[config.mk]
export PLATFORM = sky130hd
export DESIGN_NAME = fan_tacho_output_generator
export DESIGN_NICKNAME = d
export VERILOG_FILES = /design/src/hdl/ftog_pkg.sv /design/src/hdl/fan_tacho_output_generator.sv
export SDC_FILE = /design/constraint.sdc
export NUM_CORES = 1
export LEC_CHECK = 0
export BUFFER_PORTS_ARGS = -buffer_cell sky130_fd_sc_hd__buf_2
export CAP_MARGIN = 25
export CORE_UTILIZATION = 45
export CTS_CLUSTER_DIAMETER = 200
export DETAILED_ROUTE_END_ITERATION = 7
export GPL_ROUTABILITY_DRIVEN = 1
export GPL_TIMING_DRIVEN = 0
export PLACE_DENSITY = 0.62
export SLEW_MARGIN = 20
export SYNTH_ARGS = -nofsm -noshare
export SYNTH_HDL_FRONTEND = slang
export SYNTH_SLANG_ARGS = --single-unit
[constraint.sdc]
create_clock -name i_clk -period 5.45 [get_ports i_clk]
set_input_delay 0.545 -clock i_clk [delete_from_list [all_inputs] [get_ports i_clk]]
set_output_delay 0.545 -clock i_clk [all_outputs]
set_load 0.01 [all_outputs]
[src/hdl/ftog_pkg.sv]
// Shared types and constants for the fan tachometer output generator.
package ftog_pkg;

    localparam int DEF_NUM_FANS = 6;

    localparam int MODE_W  = 4;
    localparam int MASK_W  = 6;
    localparam int PWM_W   = 18;
    localparam int RPS_W   = 8;
    localparam int RPM_W   = 16;
    localparam int IVL_W   = 16;
    localparam int IDX_W   = 3;
    localparam int APB_AW  = 4;
    localparam int APB_DW  = 32;

    localparam int DIV_BITS = IVL_W;
    localparam int DIV_CW   = $clog2(DIV_BITS);

    localparam logic [MODE_W-1:0] OUT_FIXED50 = 4'd6;
    localparam logic [MODE_W-1:0] OUT_MINFAN  = 4'd7;
    localparam logic [MODE_W-1:0] OUT_MAXFAN  = 4'd8;

    localparam logic [RPS_W-1:0] FIXED_RPS = 8'd50;
    localparam logic [RPM_W-1:0] FIXED_RPM = 16'(50 * 60);

    localparam logic [MODE_W-1:0] RST_OUT_MODE = OUT_FIXED50;
    localparam logic [MASK_W-1:0] RST_MASK     = '0;
    localparam logic [PWM_W-1:0]  RST_PWM      = 18'd25000;

    typedef enum logic [1:0] {
        REG_OUT_MODE   = 2'd0,
        REG_STALL_MASK = 2'd1,
        REG_PWM_FREQ   = 2'd2,
        REG_NONE       = 2'd3
    } t_reg_idx;

    typedef enum logic [1:0] {
        ITEM_TICK      = 2'd0,
        ITEM_REPORT    = 2'd1,
        ITEM_RECOMPUTE = 2'd2,
        ITEM_RESTART   = 2'd3
    } t_item_mode;

    typedef struct packed {
        t_item_mode         mode;
        logic [IVL_W-1:0]   timer_count;
        logic [IDX_W-1:0]   fan_index;
        logic               fan_has_tacho;
        logic               fan_stalled;
        logic [15:0]        fan_rps_fixed;
        logic [RPM_W-1:0]   fan_rpm;
    } t_in_word;

    typedef struct packed {
        logic               tacho_drive_low;
        logic [RPS_W-1:0]   out_rps;
        logic [RPM_W-1:0]   out_rpm;
        logic [IVL_W-1:0]   toggle_interval;
    } t_out_word;

endpackage

[src/hdl/fan_tacho_output_generator.sv]
// Fan tachometer output generator: fan table, speed selection, bit-serial divider, toggle timer.
// Timer ticks, fan reports and deadline restarts are taken in S_IDLE, and their result word is
// posted from S_DONE. A recompute passes through S_IDLE to take the word, S_CLONE to read the
// cloned fan, S_SCAN for the stall and min/max scan over the fans, S_DIV_INIT to set up the
// divider, S_DIV for the restoring divider that retires one quotient bit per cycle, and S_DONE
// to post the result word. A zero speed skips the divider, and a stalled fan in the mask ends
// the scan early. One word is in work at a time; the next is taken while the previous result
// still sits in the output register.
module fan_tacho_output_generator
    import ftog_pkg::*;
#(
    parameter int NUM_FANS = DEF_NUM_FANS
) (
    input  logic              i_clk,
    input  logic              i_rst_n,
    input  logic              i_in_valid,
    input  t_in_word          i_in_word,
    output logic              o_in_stall,
    output logic              o_out_valid,
    output t_out_word         o_out_word,
    input  logic              i_out_stall,
    input  logic              psel,
    input  logic              penable,
    input  logic              pwrite,
    input  logic [APB_AW-1:0] paddr,
    input  logic [APB_DW-1:0] pwdata,
    output logic [APB_DW-1:0] prdata,
    output logic              pready
);

    localparam int FW = (NUM_FANS > 1) ? $clog2(NUM_FANS) : 1;
    localparam logic [MODE_W-1:0] NF_MODE = MODE_W'(NUM_FANS);
    localparam logic [FW-1:0] LAST_FAN = FW'(NUM_FANS - 1);

    typedef enum logic [2:0] {
        S_IDLE,
        S_CLONE,
        S_SCAN,
        S_DIV_INIT,
        S_DIV,
        S_DONE
    } t_state;

    t_state r_state, n_state;

    logic [MODE_W-1:0] r_out_mode, n_out_mode;
    logic [MASK_W-1:0] r_mask, n_mask;
    logic [PWM_W-1:0]  r_pwm, n_pwm;

    logic [RPS_W-1:0] r_spd [NUM_FANS];
    logic [RPS_W-1:0] n_spd [NUM_FANS];
    logic [RPM_W-1:0] r_rpm [NUM_FANS];
    logic [RPM_W-1:0] n_rpm [NUM_FANS];
    logic [NUM_FANS-1:0] r_tacho, n_tacho;
    logic [NUM_FANS-1:0] r_stall, n_stall;

    logic [RPS_W-1:0] r_cur_rps, n_cur_rps;
    logic [RPM_W-1:0] r_cur_rpm, n_cur_rpm;
    logic [IVL_W-1:0] r_interval, n_interval;
    logic [IVL_W-1:0] r_deadline, n_deadline;
    logic             r_drive, n_drive;

    logic [FW-1:0]     r_k, n_k;
    logic              r_first, n_first;
    logic [IVL_W-1:0]  r_quo, n_quo;
    logic [RPS_W-1:0]  r_rem, n_rem;
    logic [DIV_CW-1:0] r_cnt, n_cnt;

    logic      r_out_valid, n_out_valid;
    t_out_word r_out, n_out;

    logic             in_acc;
    logic             cfg_wr;
    t_reg_idx         cfg_idx;
    logic [FW-1:0]    rd_idx;
    logic [RPS_W-1:0] rd_spd;
    logic [RPM_W-1:0] rd_rpm;
    logic             clone_ok;
    logic [RPS_W:0]   rem_sh;
    logic [RPS_W:0]   rem_dif;
    logic             div_ge;
    logic [FW-1:0]    wr_idx;
    logic             wr_ok;

    assign o_in_stall  = (r_state != S_IDLE);
    assign in_acc      = i_in_valid && !o_in_stall;
    assign o_out_valid = r_out_valid;
    assign o_out_word  = r_out;
    assign pready      = 1'b1;
    assign cfg_wr      = psel && penable && pwrite && pready;
    assign cfg_idx     = t_reg_idx'(paddr[3:2]);

    always_comb begin
        case (cfg_idx)
            REG_OUT_MODE:   prdata = APB_DW'(r_out_mode);
            REG_STALL_MASK: prdata = APB_DW'(r_mask);
            REG_PWM_FREQ:   prdata = APB_DW'(r_pwm);
            default:        prdata = '0;
        endcase
    end

    // one table read port, shared by the clone read and the scan
    assign clone_ok = (r_out_mode < OUT_FIXED50) && (r_out_mode < NF_MODE);
    assign rd_idx   = (r_state == S_CLONE) ? r_out_mode[FW-1:0] : r_k;
    assign rd_spd   = r_spd[rd_idx];
    assign rd_rpm   = r_rpm[rd_idx];

    assign rem_sh  = {r_rem, r_quo[IVL_W-1]};
    assign div_ge  = rem_sh >= {1'b0, r_cur_rps};
    assign rem_dif = rem_sh - {1'b0, r_cur_rps};

    assign wr_idx = i_in_word.fan_index[FW-1:0];
    assign wr_ok  = ({1'b0, i_in_word.fan_index} < NF_MODE);

    always_comb begin
        n_state     = r_state;
        n_out_mode  = r_out_mode;
        n_mask      = r_mask;
        n_pwm       = r_pwm;
        n_spd       = r_spd;
        n_rpm       = r_rpm;
        n_tacho     = r_tacho;
        n_stall     = r_stall;
        n_cur_rps   = r_cur_rps;
        n_cur_rpm   = r_cur_rpm;
        n_interval  = r_interval;
        n_deadline  = r_deadline;
        n_drive     = r_drive;
        n_k         = r_k;
        n_first     = r_first;
        n_quo       = r_quo;
        n_rem       = r_rem;
        n_cnt       = r_cnt;
        n_out_valid = r_out_valid;
        n_out       = r_out;

        if (cfg_wr) begin
            case (cfg_idx)
                REG_OUT_MODE:   n_out_mode = pwdata[MODE_W-1:0];
                REG_STALL_MASK: n_mask     = pwdata[MASK_W-1:0];
                REG_PWM_FREQ:   n_pwm      = pwdata[PWM_W-1:0];
                default:        ;
            endcase
        end

        if (r_out_valid && !i_out_stall) begin
            n_out_valid = 1'b0;
        end

        case (r_state)
            S_IDLE: begin
                if (in_acc) begin
                    n_state = S_DONE;
                    case (i_in_word.mode)
                        ITEM_TICK: begin
                            if (i_in_word.timer_count >= r_deadline) begin
                                n_deadline = r_deadline + r_interval;
                                n_drive    = ~r_drive;
                            end
                        end
                        ITEM_REPORT: begin
                            if (wr_ok) begin
                                n_tacho[wr_idx] = i_in_word.fan_has_tacho;
                                n_stall[wr_idx] = i_in_word.fan_stalled;
                                n_spd[wr_idx]   = i_in_word.fan_rps_fixed[15:8];
                                n_rpm[wr_idx]   = i_in_word.fan_rpm;
                            end
                        end
                        ITEM_RECOMPUTE: n_state = S_CLONE;
                        ITEM_RESTART:   n_deadline = r_interval;
                        default:        ;
                    endcase
                end
            end
            S_CLONE: begin
                if (clone_ok) begin
                    n_cur_rps = rd_spd;
                    n_cur_rpm = rd_rpm;
                end else if (r_out_mode == OUT_FIXED50) begin
                    n_cur_rps = FIXED_RPS;
                    n_cur_rpm = FIXED_RPM;
                end else begin
                    n_cur_rps = '0;
                    n_cur_rpm = '0;
                end
                n_first = 1'b1;
                n_k     = '0;
                n_state = S_SCAN;
            end
            S_SCAN: begin
                n_k = r_k + 1'b1;
                if (r_k == LAST_FAN) begin
                    n_state = S_DIV_INIT;
                end
                if (r_tacho[r_k]) begin
                    if (r_mask[r_k] && r_stall[r_k]) begin
                        n_cur_rps = '0;
                        n_cur_rpm = '0;
                        n_state   = S_DIV_INIT;
                    end else if (r_out_mode == OUT_MINFAN) begin
                        if (r_first || (r_cur_rps > rd_spd)) begin
                            n_cur_rps = rd_spd;
                            n_cur_rpm = rd_rpm;
                            n_first   = 1'b0;
                        end
                    end else if (r_out_mode == OUT_MAXFAN) begin
                        if (r_first || (r_cur_rps < rd_spd)) begin
                            n_cur_rps = rd_spd;
                            n_cur_rpm = rd_rpm;
                            n_first   = 1'b0;
                        end
                    end
                end
            end
            S_DIV_INIT: begin
                if (r_cur_rps == '0) begin
                    n_interval = '1;
                    n_state    = S_DONE;
                end else begin
                    n_quo   = r_pwm[PWM_W-1:2];
                    n_rem   = '0;
                    n_cnt   = '0;
                    n_state = S_DIV;
                end
            end
            S_DIV: begin
                // dividend fits 16 bits, divisor is nonzero: quotient never saturates
                n_rem = div_ge ? rem_dif[RPS_W-1:0] : rem_sh[RPS_W-1:0];
                n_quo = {r_quo[IVL_W-2:0], div_ge};
                n_cnt = r_cnt + 1'b1;
                if (r_cnt == DIV_CW'(DIV_BITS - 1)) begin
                    n_interval = {r_quo[IVL_W-2:0], div_ge};
                    n_state    = S_DONE;
                end
            end
            S_DONE: begin
                if (!r_out_valid || !i_out_stall) begin
                    n_out_valid           = 1'b1;
                    n_out.tacho_drive_low = r_drive;
                    n_out.out_rps         = r_cur_rps;
                    n_out.out_rpm         = r_cur_rpm;
                    n_out.toggle_interval = r_interval;
                    n_state               = S_IDLE;
                end
            end
            default: n_state = S_IDLE;
        endcase
    end

    always_ff @(posedge i_clk) begin
        if (!i_rst_n) begin
            r_state     <= S_IDLE;
            r_out_mode  <= RST_OUT_MODE;
            r_mask      <= RST_MASK;
            r_pwm       <= RST_PWM;
            for (int i = 0; i < NUM_FANS; i++) begin
                r_spd[i] <= '0;
                r_rpm[i] <= '0;
            end
            r_tacho     <= '0;
            r_stall     <= '0;
            r_cur_rps   <= '0;
            r_cur_rpm   <= '0;
            r_interval  <= '0;
            r_deadline  <= '0;
            r_drive     <= 1'b0;
            r_k         <= '0;
            r_first     <= 1'b0;
            r_cnt       <= '0;
            r_out_valid <= 1'b0;
        end else begin
            r_state     <= n_state;
            r_out_mode  <= n_out_mode;
            r_mask      <= n_mask;
            r_pwm       <= n_pwm;
            r_spd       <= n_spd;
            r_rpm       <= n_rpm;
            r_tacho     <= n_tacho;
            r_stall     <= n_stall;
            r_cur_rps   <= n_cur_rps;
            r_cur_rpm   <= n_cur_rpm;
            r_interval  <= n_interval;
            r_deadline  <= n_deadline;
            r_drive     <= n_drive;
            r_k         <= n_k;
            r_first     <= n_first;
            r_cnt       <= n_cnt;
            r_out_valid <= n_out_valid;
        end
        r_quo <= n_quo;
        r_rem <= n_rem;
        r_out <= n_out;
    end

    a_busy_after_accept: assert property (@(posedge i_clk) disable iff (!i_rst_n)
        in_acc |=> (r_state != S_IDLE))
        else $error("accepted word left the block idle");

    a_scan_in_range: assert property (@(posedge i_clk) disable iff (!i_rst_n)
        (r_state == S_SCAN) |-> ({1'b0, r_k} < NF_MODE))
        else $error("fan scan index out of range");

    a_div_rem_bound: assert property (@(posedge i_clk) disable iff (!i_rst_n)
        (r_state == S_DIV) |-> ((r_cur_rps != '0) && (r_rem < r_cur_rps)))
        else $error("divider remainder not below divisor");

    a_zero_speed_ivl: assert property (@(posedge i_clk) disable iff (!i_rst_n)
        ((r_state == S_DIV_INIT) && (r_cur_rps == '0)) |=> (r_interval == '1))
        else $error("zero speed did not give full interval");

endmodule
==> out/qor.yml, run 1 <==
peakVddDrop_mv: 0.2058
cts_buffers: 36
path_class: "reg2reg"
yosys_most_used_dff: "dfxtp_1"
fin_tns_setup_ps: 0
clockBufferDepth: 3
ys_warn_count: 0
die_area_mm2: 0.03412
cp.required_ps: 5820
cp-start-kind: "flop"
h-tree-depth: 2
area_growth_pct: 15.86
clockRootBuffer: "clkbuf_16"
pwr-share-comb_pct: 20.7
grt_pass1_vias: 12767
drt_iter0_markers: 1166
slew_viol_final: 0
dp_cells: 2422
max_freq_mhz: 213.7
final_area_mm2: 0.01741
cts_setup_buffers: 0
cts_resized: 0
drive_gt1_share_pct: 12.49
outcome: "finished, final reports clean"
post_dp_cell_area_mm2: 0.01632
clk_latency_ps: 520
place.gp.congestion: 0.9004
fin_worst_skew_ps: 16.15
pre_cts_slack_ps: 904.9
die_w_um: 184.7
synth_xor_area_share_pct: 0.2332
via_count: 13700
portBuffers: 130
clk_pin_slew_worst_paths_ps: 60
fin_crit_ps: 4680
synth_compound_area_share_pct: 17.01
clock-sinks: 318
async_flop_share_pct: 0
rsz0062_at_grt: "false"
avgSynthCellArea_um2: 8.188
die_h_um: 184.7
hold_viol: 0
powerDensity_mw_per_mm2: 354.4
critPathArrivalTime_ps: 5050
cts_tree: "yes"
fin_nets: 2169
route.detailed.drc: 0
drtPass1Iterations: 6
instances_no_fill: 2484
start_util_pct: 45.94
synth_cells: 1835
viasPerCell: 5.515
synth_top_family_by_area: "simple AND/OR/NAND/NOR gates"
p_leak_nw: 6.651
power.switching_mw: 1.895
seq_power_share_pct: 42.9
row_count: 66
gr-usage-all-layers_pct: 26.63
antenna_found_initial: 0
tightestPinTransition_ps: 937.2
ys_seq_area_share_pct: 46.70
final_util_pct: 53.23
antenna_cells: 0
netlist_area_mm2: 0.01502
maxCapViolations: 0
core_area_mm2: 0.03270
wl_per_cell_um: 18.06
ys_seq_elements: 318
dp_hpwl_mm: 33.18
grt_pass1_wl_mm: 70.07
power.share.clock_pct: 36.4
grt_overflow: 0
synthMuxAreaShare_pct: 3.872
cp-end-kind: "flop"
io_pins: 174
synth_adder_area_share_pct: 4.430
cp_max_fo: 10
grt_max_degree: 26
antenna_left: 0
fin_ws_ps: 770.1
holdBufCountCts: 0
yosysUniqueCellTypes: 71
setup_viol: 0
worst_hold_path_type: "in2reg"
routed_wl_mm: 44.87
timing.final.crit_share_pct: 85.87
synth_edf_count: 65
p_sw_share_pct: 30.72
max_slew_margin_pct: 37.31
synthSimpleGateAreaFrac_pct: 22.49
p_int_mw: 4.273
sequential cells by signal, summed over array words and instances (netlist names):
| register | count |
|---|---|
| r_quo | 16 |
| r_k | 3 |
| r_out_mode | 4 |
| r_state | 3 |
| r_stall | 6 |
| r_cnt | 4 |
| r_drive | 1 |
| r_rpm | 96 |
| r_tacho | 6 |
| r_cur_rpm | 16 |
| r_cur_rps | 8 |
| r_mask | 6 |
| o_out_word | 41 |
| r_first | 1 |
| r_interval | 16 |
| r_rem | 8 |
| r_pwm | 18 |
| o_out_valid | 1 |
| r_deadline | 16 |
| r_spd | 48 |
per-layer routing:
layer | up-vias | track usage, % | part of all wire [%]
met4 | 0 | 6.909 | 2.0
li1 | 6663 | - | -
met1 | 6492 | 37.87 | 46
met3 | 73 | 4.545 | 7.4
met5 | - | 0 | 0
met2 | 472 | 41.63 | 44
layout make-up:
class,count,area (um2)
inverter,46,172.7
timing repair buffer,133,698.2
clock inverter,7,36.28
tap,442,553.0
fill,3191,15290
buffer,132,611.8
clock buffer,54,1030
sequential,318,7017
multi-input combinational,1352,7288
worst max-delay path, stage by stage (launching register included):
cell and delay, ps:
dfxtp_1 390, or3b_1 370, buf_2 190, mux2i_2 350, buf_2 380, a31oi_1 190
a21oi_1 510, ha_1 350, and3_1 200, nor2b_1 130, o31a_1 250, or3_1 350
a31oi_2 270, clkbuf_1 450, a31oi_1 140
cell usage after synthesis (all sizes together), types with 3 or more instances:
cell type | count | area [um2]
a211o | 3 | 26.28
a211oi | 20 | 150.1
a21boi | 3 | 22.52
a21o | 4 | 30.03
a21oi | 216 | 1081
a31oi | 34 | 219.0
and2 | 25 | 156.4
and3 | 6 | 37.54
buf | 56 | 326.6
clkbuf | 76 | 285.3
dfxtp | 253 | 5065
edfxtp | 65 | 1952
ha | 50 | 625.6
inv | 46 | 172.7
mux2i | 51 | 514.2
nand2 | 535 | 2008
nand2b | 9 | 56.30
nand3 | 49 | 245.2
nand3b | 4 | 30.03
nand4 | 18 | 112.6
nor2 | 69 | 259.0
nor2b | 12 | 75.07
nor3 | 33 | 170.2
nor3b | 7 | 52.55
o211a | 3 | 30.03
o211ai | 5 | 37.54
o21a | 11 | 82.58
o21ai | 89 | 445.4
o31ai | 20 | 185.2
or2 | 5 | 31.28
or3 | 10 | 62.56
logic make-up (layout without fill, tap and decap cells):
family | Yosys count | count (layout)
AO/OA/AOI/OAI | 434 | 434
XOR/XNOR | 4 | 4
adder cells (fa/ha/maj) | 52 | 52
buffers and inverters | 178 | 372
flip-flops | 318 | 318
multiplexers | 55 | 55
other | 2 | 15
AND/OR/NAND/NOR | 792 | 792
stage by stage:
stage / hold WS [ps] / total power, mW
6_report: 254.7 / 6.168
5_1_grt: 249.1 / 6.412
3_5_place_dp: 416.8 / 3.939
3_3_place_gp: 410.8 / 3.912
4_1_cts: 244.1 / 6.164
2_1_floorplan: 403.0 / 3.499
final timing paths:
| kind | from | depth (start not counted) | slack [ps] | end |
|---|---|---|---|---|
| max | r_state[0] | 14 | 770 | r_cur_rpm[7] |
| min | pwdata[8] | 3 | 250 | r_pwm[8] |
| max reg2reg | r_state[0] | 14 | 770 | r_cur_rpm[7] |
| min reg2reg | r_cur_rpm[5] | 0 | 430 | o_out_word[21] |
power groups by stage:
stage          sequential [mW]  combinational, mW  clock (mW)
5_1_grt                   2.66               1.39        2.36
3_3_place_gp              2.70               1.22           0
6_report                  2.65               1.28        2.25
3_5_place_dp              2.70               1.24           0
4_1_cts                   2.65               1.25        2.27
2_1_floorplan             2.67              0.826           0
placed cells by master, fill, tap and decap left out, types with 20 or more instances in the layout:
cell type and count:
nand2_1 535, dfxtp_1 253, a21oi_1 215, buf_2 164, clkbuf_1 89, o21ai_0 87
nor2_1 69, edfxtp_1 65, mux2i_1 50, ha_1 50, nand3_1 49, inv_1 44
clkbuf_16 37, a31oi_1 33, nor3_1 32, and2_1 25, a211oi_1 20
Note: power is estimated with default switching activity, not from simulation.
==> inputs of run 2 (changes only) <==
ABC_AREA = 1   (was default)
HOLD_SLACK_MARGIN = 0.08   (was default)
SETUP_SLACK_MARGIN = 0.02   (was default)
==> run 2 against run 1 <==
  * Hold slack worse by 15 ps
  * Via count rose by 4.0%
  * Global-route usage up 1.2 points
  * Non-clock buffer count shrank 15
  * Critical path depth grew 6
  * Worst setup slack better by 350 ps
  * Critical path type unchanged
  * Largest power group unchanged
  * Highest routed layer unchanged
==> out/qor.yml, run 2 <==
outcome: "finished, final reports clean"  # unchanged
largest_reg_flops: 96  # unchanged
top_register: "r_rpm"  # unchanged
fin_nets: 2371  # was 2169
synth_adder_area_share_pct: 4.373  # was 4.430%
r2r-start: "r_state[0]"  # unchanged
clk_latency_ps: 530  # was 520 ps
setup_viol: 0  # unchanged
powerDensity_mw_per_mm2: 482.7  # was 354.4 mW/mm2
holdBufCountCts: 0  # unchanged
rr_endpoint: "r_cur_rpm[13]"  # was r_cur_rpm[7]
tightestPinTransition_ps: 781.5  # was 937.2 ps
die_w_um: 185.9  # was 184.7 um
die_area_mm2: 0.03457  # was 0.03412 mm2
portBuffers: 133  # was 130
async_flop_share_pct: 0  # unchanged
synth_cells: 2035  # was 1835
area_growth_pct: 16.59  # was 15.86%
max_slew_margin_pct: 47.90  # was 37.31%
routed_wl_mm: 47.82  # was 44.87 mm
place.gp.congestion: 0.9262  # was 0.9004
clockRootBuffer: "clkbuf_16"  # unchanged
ys_seq_elements: 318  # unchanged
power.share.clock_pct: 29.0  # was 36.4%
final_area_mm2: 0.01775  # was 0.01741 mm2
antenna_cells: 0  # unchanged
peakVddDrop_mv: 0.2978  # was 0.2058 mV
power.switching_mw: 3.284  # was 1.895 mW
viasPerCell: 5.302  # was 5.515
instances_no_fill: 2688  # was 2484
clk_pin_slew_worst_paths_ps: 60  # about the same
netlist_area_mm2: 0.01522  # was 0.01502 mm2
dp_cells: 2625  # was 2422
p_sw_share_pct: 38.33  # was 30.72%
cts_buffers: 36  # unchanged
avgSynthCellArea_um2: 7.480  # was 8.188 um2
cp-end-kind: "flop"  # unchanged
cp.required_ps: 5850  # was 5820 ps
hold_viol: 0  # unchanged
die_h_um: 185.9  # was 184.7 um
io_pins: 174  # unchanged
seq_power_share_pct: 35.7  # was 42.9%
core_area_mm2: 0.03295  # was 0.03270 mm2
drt_iter0_markers: 1217  # was 1166
worst_hold_path_type: "in2reg"  # unchanged
pwr-share-comb_pct: 35.3  # was 20.7%
rrSetupSlack_ps: 1120  # was 770 ps
synth_common_cells: "nand2_1 (313), inv_1 (258), a21oi_1 (256)"  # was nand2_1 (535), dfxtp_1 (253), a21oi_1 (216)
max_freq_mhz: 231.2  # was 213.7 MHz
antenna_left: 0  # unchanged
cp_max_fo: 10  # unchanged
cts_resized: 0  # unchanged
drtPass1Iterations: 5  # was 6
synth_top_family_by_area: "compound AO/OA/AOI/OAI gates"  # was simple AND/OR/NAND/NOR gates
synth_edf_count: 65  # unchanged
synthSimpleGateAreaFrac_pct: 18.77  # was 22.49%
r2r_cells: 20  # was 14
path_class: "reg2reg"  # unchanged
grt_pass1_vias: 13211  # was 12767
via_count: 14251  # was 13700
grt_max_degree: 25  # was 26
yosysMostFrequentCell: "nand2_1"  # unchanged
mostFrequentLayoutCell: "nand2_1"  # unchanged
slew_viol_final: 0  # unchanged
yosys.area.top_type: "dfxtp_1"  # unchanged
synth.top_cell.area_share_pct: 33.27  # was 33.71%
antenna_found_initial: 0  # unchanged
row_count: 66  # unchanged
start_util_pct: 46.20  # was 45.94%
maxCapViolations: 0  # unchanged
fin_crit_ps: 4325  # was 4680 ps
dp_hpwl_mm: 35.63  # was 33.18 mm
route.detailed.drc: 0  # unchanged
synth_compound_area_share_pct: 20.06  # was 17.01%
synthMuxAreaShare_pct: 0  # was 3.872%
ys_top_cells_by_area: "dfxtp_1 (33%), edfxtp_1 (13%), a21oi_1 (8.4%)"  # was dfxtp_1 (34%), nand2_1 (13%), edfxtp_1 (13%)
gr-usage-all-layers_pct: 27.87  # was 26.63%
grt_pass1_wl_mm: 73.54  # was 70.07 mm
timing.final.crit_share_pct: 79.36  # was 85.87%
p_int_mw: 5.284  # was 4.273 mW
cts_tree: "yes"  # unchanged
ys_seq_area_share_pct: 46.10  # was 46.70%
synth_xor_area_share_pct: 0.5178  # was 0.2332%
cp-start-kind: "flop"  # unchanged
p_leak_nw: 7.297  # was 6.651 nW
grt_overflow: 0  # unchanged
wl_per_cell_um: 17.79  # was 18.06 um
fin_worst_skew_ps: 14.58  # was 16.15 ps
crit_end: "r_cur_rpm[13]"  # was r_cur_rpm[7]
clock-sinks: 318  # unchanged
ys_warn_count: 0  # unchanged
yosys_most_used_dff: "dfxtp_1"  # unchanged
rsz0062_at_grt: "false"  # unchanged
fin_tns_setup_ps: 0  # unchanged
critPathArrivalTime_ps: 4730  # was 5050 ps
yosysUniqueCellTypes: 43  # was 71
post_dp_cell_area_mm2: 0.01653  # was 0.01632 mm2
startpoint: "r_state[0]"  # unchanged
h-tree-depth: 2  # unchanged
clockBufferDepth: 3  # unchanged
drive_gt1_share_pct: 11.18  # was 12.49%
mostFrequentLayoutCells: "nand2_1 (313), inv_1 (258), a21oi_1 (256)"  # was nand2_1 (535), dfxtp_1 (253), a21oi_1 (215)
cts_setup_buffers: 0  # unchanged
[run 2: cell types whose count changed after synthesis, sizes merged, moves of 25 or more]
cell    change
nand2     -217
nor2      +139
and2       -25
mux2i      -51
nand3      +77
a31oi      -31
o211ai     +28
o21ai     +187
inv       +222
a21oi      +40
[run 2: kinds of logic (layout without fill, tap and decap cells)]
group / Yosys count / count (layout)
DFF: 318 / 318
other: 2 / 15
AOI/OAI and AO/OA: 582 / 582
buffers and inverters: 386 / 584
xor gates and xnor gates: 9 / 9
adders and majority gates: 52 / 52
and+or+nand+nor: 686 / 686
[run 2: worst min-delay path by stage]
stage | startpoint | end | slack (ps) | cells after the start
global placement | r_cur_rpm[1] | o_out_word[17] | 410 | 0
CTS | pwdata[14] | r_pwm[14] | 220 | 3
floorplan | r_cur_rpm[0] | o_out_word[16] | 410 | 0
detailed placement | r_cur_rpm[3] | o_out_word[19] | 420 | 0
finish | pwdata[14] | r_pwm[14] | 240 | 3
global route | pwdata[8] | r_pwm[8] | 240 | 3
[run 2: layer usage]
| metal | wire length (um) | track usage (%) |
|---|---|---|
| met2 | 21900 | 45.84 |
| met1 | 20870 | 36.66 |
| met4 | 1847 | 10.92 |
| met3 | 3211 | 4.187 |
| met5 | 0 | 0 |
[run 2: final cells by class]
cell class              count  area (um2)
plain buffers             115       525.5
flip-flops and latches    318        7017
clock buffers              57        1125
repair buffers            135       700.7
well taps                 442       553.0
clock inverters             6       90.09
fillers                  3310       15200
inverters                 271        1017
multi-input cells        1344        6719
[run 2: critical path, cell delays in order (launching register included)]
cell	delay, ps
dfxtp_1	480
nand4_1	470
nand2_2	400
clkbuf_1	630
o211ai_1	180
nand3_1	180
nand2_1	90
ha_1	290
a21oi_1	180
nand2_1	70
nand2_1	50
nand2_1	70
nand2_1	60
nand2_1	40
nand2_1	50
nand2_1	70
nand2_2	150
nand2_2	160
buf_2	240
a21oi_1	250
nor2_1	70
[run 2: power groups by stage]
stage	sequential, mW	clock (mW)	combinational, mW
after CTS	3.06	2.51	2.99
after global placement	3.11	0	2.91
after global routing	3.09	2.61	3.39
after detailed placement	3.11	0	2.97
final	3.06	2.49	3.02
after floorplan	3.03	0	2.06
[run 2: per-stage QoR]
stage                     hold WS [ps]  setup WS, ps  utilization [%]  power (mW)
after global placement           412.8          1317            50.05       6.017
final                            239.3          1125            53.86       8.567
after global routing             238.5          1018            53.86       9.093
after floorplan                  408.2          2487                -       5.085
after detailed placement         416.1          1316            50.17       6.079
after CTS                        221.4          1283            53.86       8.562
==> inputs of run 3 (changes only) <==
PLACE_DENSITY = 0.65   (was 0.62)
clock period = 3.9 ns   (was 5.45 ns; I/O delays follow)
==> run 3 against run 2 <==
  * Non-clock buffer count rose by 5
  * Wire length barely moved
  * Core utilization rose by 0.32 points
  * Sequential cell count did not move
  * Worst setup slack got worse by 850 ps
  * Global-route usage fell by 0.15 points
  * Sequential power rose by 40%
  * Register-to-register slack got worse by 850 ps
  * Maximum frequency rose by 19%
  * Clock power rose by 36%
  * Critical path depth rose by 1
  * Die area did not move
  * Critical endpoint is now r_cur_rpm[12]
  * Largest cell class unchanged
==> out/qor.yml, run 3 (synthesized netlist as in run 2, its figures left out) <==
outcome: "finished, final reports clean"  # unchanged
p_leak_nw: 7.344  # was 7.297 nW
regArea_mm2: 0.007019  # was 0.007017 mm2
routed_wl_mm: 47.81  # was 47.82 mm
final_area_mm2: 0.01785  # was 0.01775 mm2
die_h_um: 185.9  # unchanged
portBuffers: 133  # unchanged
slowest_stage: "dfxtp_2"  # was clkbuf_1
clk_pin_slew_worst_paths_ps: 60  # about the same
worstPathCellList: "inv_2 -> nand4_1 -> nand2_4 -> buf_2 -> nand2_1 -> o211ai_1 -> nand3_1 -> nand2_1 -> ha_1 -> a21o_1 -> nor2_1 -> nand2_1 -> nand2_1 -> nand2_1 -> nand2_1 -> nand2_1 -> nand2_2 -> nand2_2 -> clkbuf_4 -> a21oi_1 -> nor2_1"  # was nand4_1 -> nand2_2 -> clkbuf_1 -> o211ai_1 -> nand3_1 -> nand2_1 -> ha_1 -> a21oi_1 -> nand2_1 -> nand2_1 -> nand2_1 -> nand2_1 -> nand2_1 -> nand2_1 -> nand2_1 -> nand2_2 -> nand2_2 -> buf_2 -> a21oi_1 -> nor2_1
fin_nets: 2376  # was 2371
setup_viol: 0  # unchanged
drive_gt1_share_pct: 11.89  # was 11.18%
cp-start-kind: "flop"  # unchanged
io_pins: 174  # unchanged
cpPeakStageDelay_ps: 350  # was 630 ps
dp_hpwl_mm: 35.41  # was 35.63 mm
multi_input_area_mm2: 0.006764  # was 0.006719 mm2
cp.required_ps: 4290  # was 5850 ps
cts_buffers: 36  # unchanged
grt_overflow: 0  # unchanged
grt_pass1_vias: 13258  # was 13211
route.detailed.drc: 0  # unchanged
mostFrequentLayoutCells: "nand2_1 (312), inv_1 (258), a21oi_1 (255), o21ai_0 (255), dfxtp_1 (251)"  # was nand2_1 (313), inv_1 (258), a21oi_1 (256)
die_w_um: 185.9  # unchanged
clockRootBuffer: "clkbuf_16"  # unchanged
dp_cells: 2625  # unchanged
antenna_found_initial: 0  # unchanged
path_class: "reg2reg"  # unchanged
p_int_mw: 7.331  # was 5.284 mW
final_util_pct: 54.18  # was 53.86%
fin_crit_ps: 3629  # was 4325 ps
peakVddDrop_mv: 0.3164  # was 0.2978 mV
cp-end-kind: "flop"  # unchanged
mostFrequentLayoutCell: "nand2_1"  # unchanged
largest_reg_flops: 96  # unchanged
start_util_pct: 46.20  # unchanged
place.gp.congestion: 0.9230  # was 0.9262
grt_pass1_wl_mm: 72.86  # was 73.54 mm
instances_no_fill: 2696  # was 2688
core_area_mm2: 0.03295  # unchanged
clk_latency_ps: 530  # about the same
fin_ws_ps: 271.1  # was 1125 ps
critPathArrivalTime_ps: 4020  # was 4730 ps
max_slew_margin_pct: 49.71  # was 47.90%
max_freq_mhz: 275.6  # was 231.2 MHz
antenna_cells: 0  # unchanged
row_count: 66  # unchanged
hold_viol: 0  # unchanged
seq_power_share_pct: 35.9  # was 35.7%
die_area_mm2: 0.03457  # unchanged
cts_tree: "yes"  # unchanged
h-tree-depth: 2  # unchanged
p_sw_share_pct: 38.68  # was 38.33%
post_dp_cell_area_mm2: 0.01655  # was 0.01653 mm2
antenna_left: 0  # unchanged
power.share.clock_pct: 28.2  # was 29.0%
top_register: "r_rpm"  # unchanged
wl_per_cell_um: 17.73  # was 17.79 um
via_count: 14352  # was 14251
clock-sinks: 318  # unchanged
maxCapViolations: 0  # unchanged
power.switching_mw: 4.625  # was 3.284 mW
pre_cts_slack_ps: -251.8  # was 1316 ps
area_growth_pct: 17.28  # was 16.59%
p_total_mw: 11.96  # was 8.567 mW
fin_worst_skew_ps: 28.15  # was 14.58 ps
cp_max_fo: 10  # unchanged
timing.final.crit_share_pct: 93.05  # was 79.36%
grt_max_degree: 27  # was 25
drt_iter0_markers: 1132  # was 1217
slew_viol_final: 0  # unchanged
worst_hold_path_type: "in2reg"  # unchanged
gr-usage-all-layers_pct: 27.72  # was 27.87%
clockBufferDepth: 3  # unchanged
pwr-share-comb_pct: 35.9  # was 35.3%
powerDensity_mw_per_mm2: 669.7  # was 482.7 mW/mm2
crit_top_cell: "nand2_1"  # unchanged
drtPass1Iterations: 6  # was 5
viasPerCell: 5.323  # was 5.302
fillerInstances: 3172  # was 3310
tightestPinTransition_ps: 754.3  # was 781.5 ps
-- run 3: metal layers --
metal / vias up / part of all wire (%) / GRT usage, %
li1: 7096 / - / -
met1: 6611 / 42 / 34.94
met2: 534 / 47 / 46.09
met3: 111 / 7.3 / 4.891
met4: 0 / 3.9 / 12.56
met5: - / 0 / 0
-- run 3: path summary, 6_finish.rpt --
path	from	to	slack, ps	cells after the start
worst min-delay path	pwdata[13]	r_pwm[13]	90	3
worst max-delay path	r_state[2]	r_cur_rpm[12]	270	21
worst min register to register	r_cur_rpm[5]	o_out_word[21]	430	0
worst max register to register	r_state[2]	r_cur_rpm[12]	270	21
-- run 3: layout make-up --
class,count,area share [%]
Clock buffer,57,6.315
Clock inverter,9,0.3855
Tap cell,442,3.098
Timing Repair Buffer,140,4.247
Buffer,115,3.049
Inverter,271,5.698
Sequential cell,318,39.32
Multi-Input combinational cell,1344,37.89
-- run 3: power by group through the flow --
stage | sequential (mW) | clock [mW] | combinational [mW]
CTS | 4.28 | 3.41 | 4.18
finish | 4.29 | 3.38 | 4.29
global route | 4.33 | 3.54 | 4.82
global placement | 4.35 | 0 | 4.04
detailed placement | 4.35 | 0 | 4.15
floorplan | 4.23 | 0 | 2.88
-- run 3: what timing repair did --
action,4_1_cts,5_1_grt
setup buffers,2,3
gates cloned,0,0
pin swaps,2,2
gates resized for setup,4,17
setup endpoints to repair,24,24
hold buffers,0,0
-- run 3: through the flow --
step	TNS, ps	hold slack, ps
final	0	90.98
after global routing	-16.71	104.8
after CTS	0	80.83
after detailed placement	-3837	413.9
after global placement	-9650	413.4
after floorplan	0	408.2
-- run 3: critical path, delay by kind of cell, from the launching register on --
family	cells	cell delay, ps
AOI/OAI and AO/OA	3	520
and+or+nand+nor	14	1660
adders and majority gates	1	260
DFF	1	350
buffers and inverters	3	700
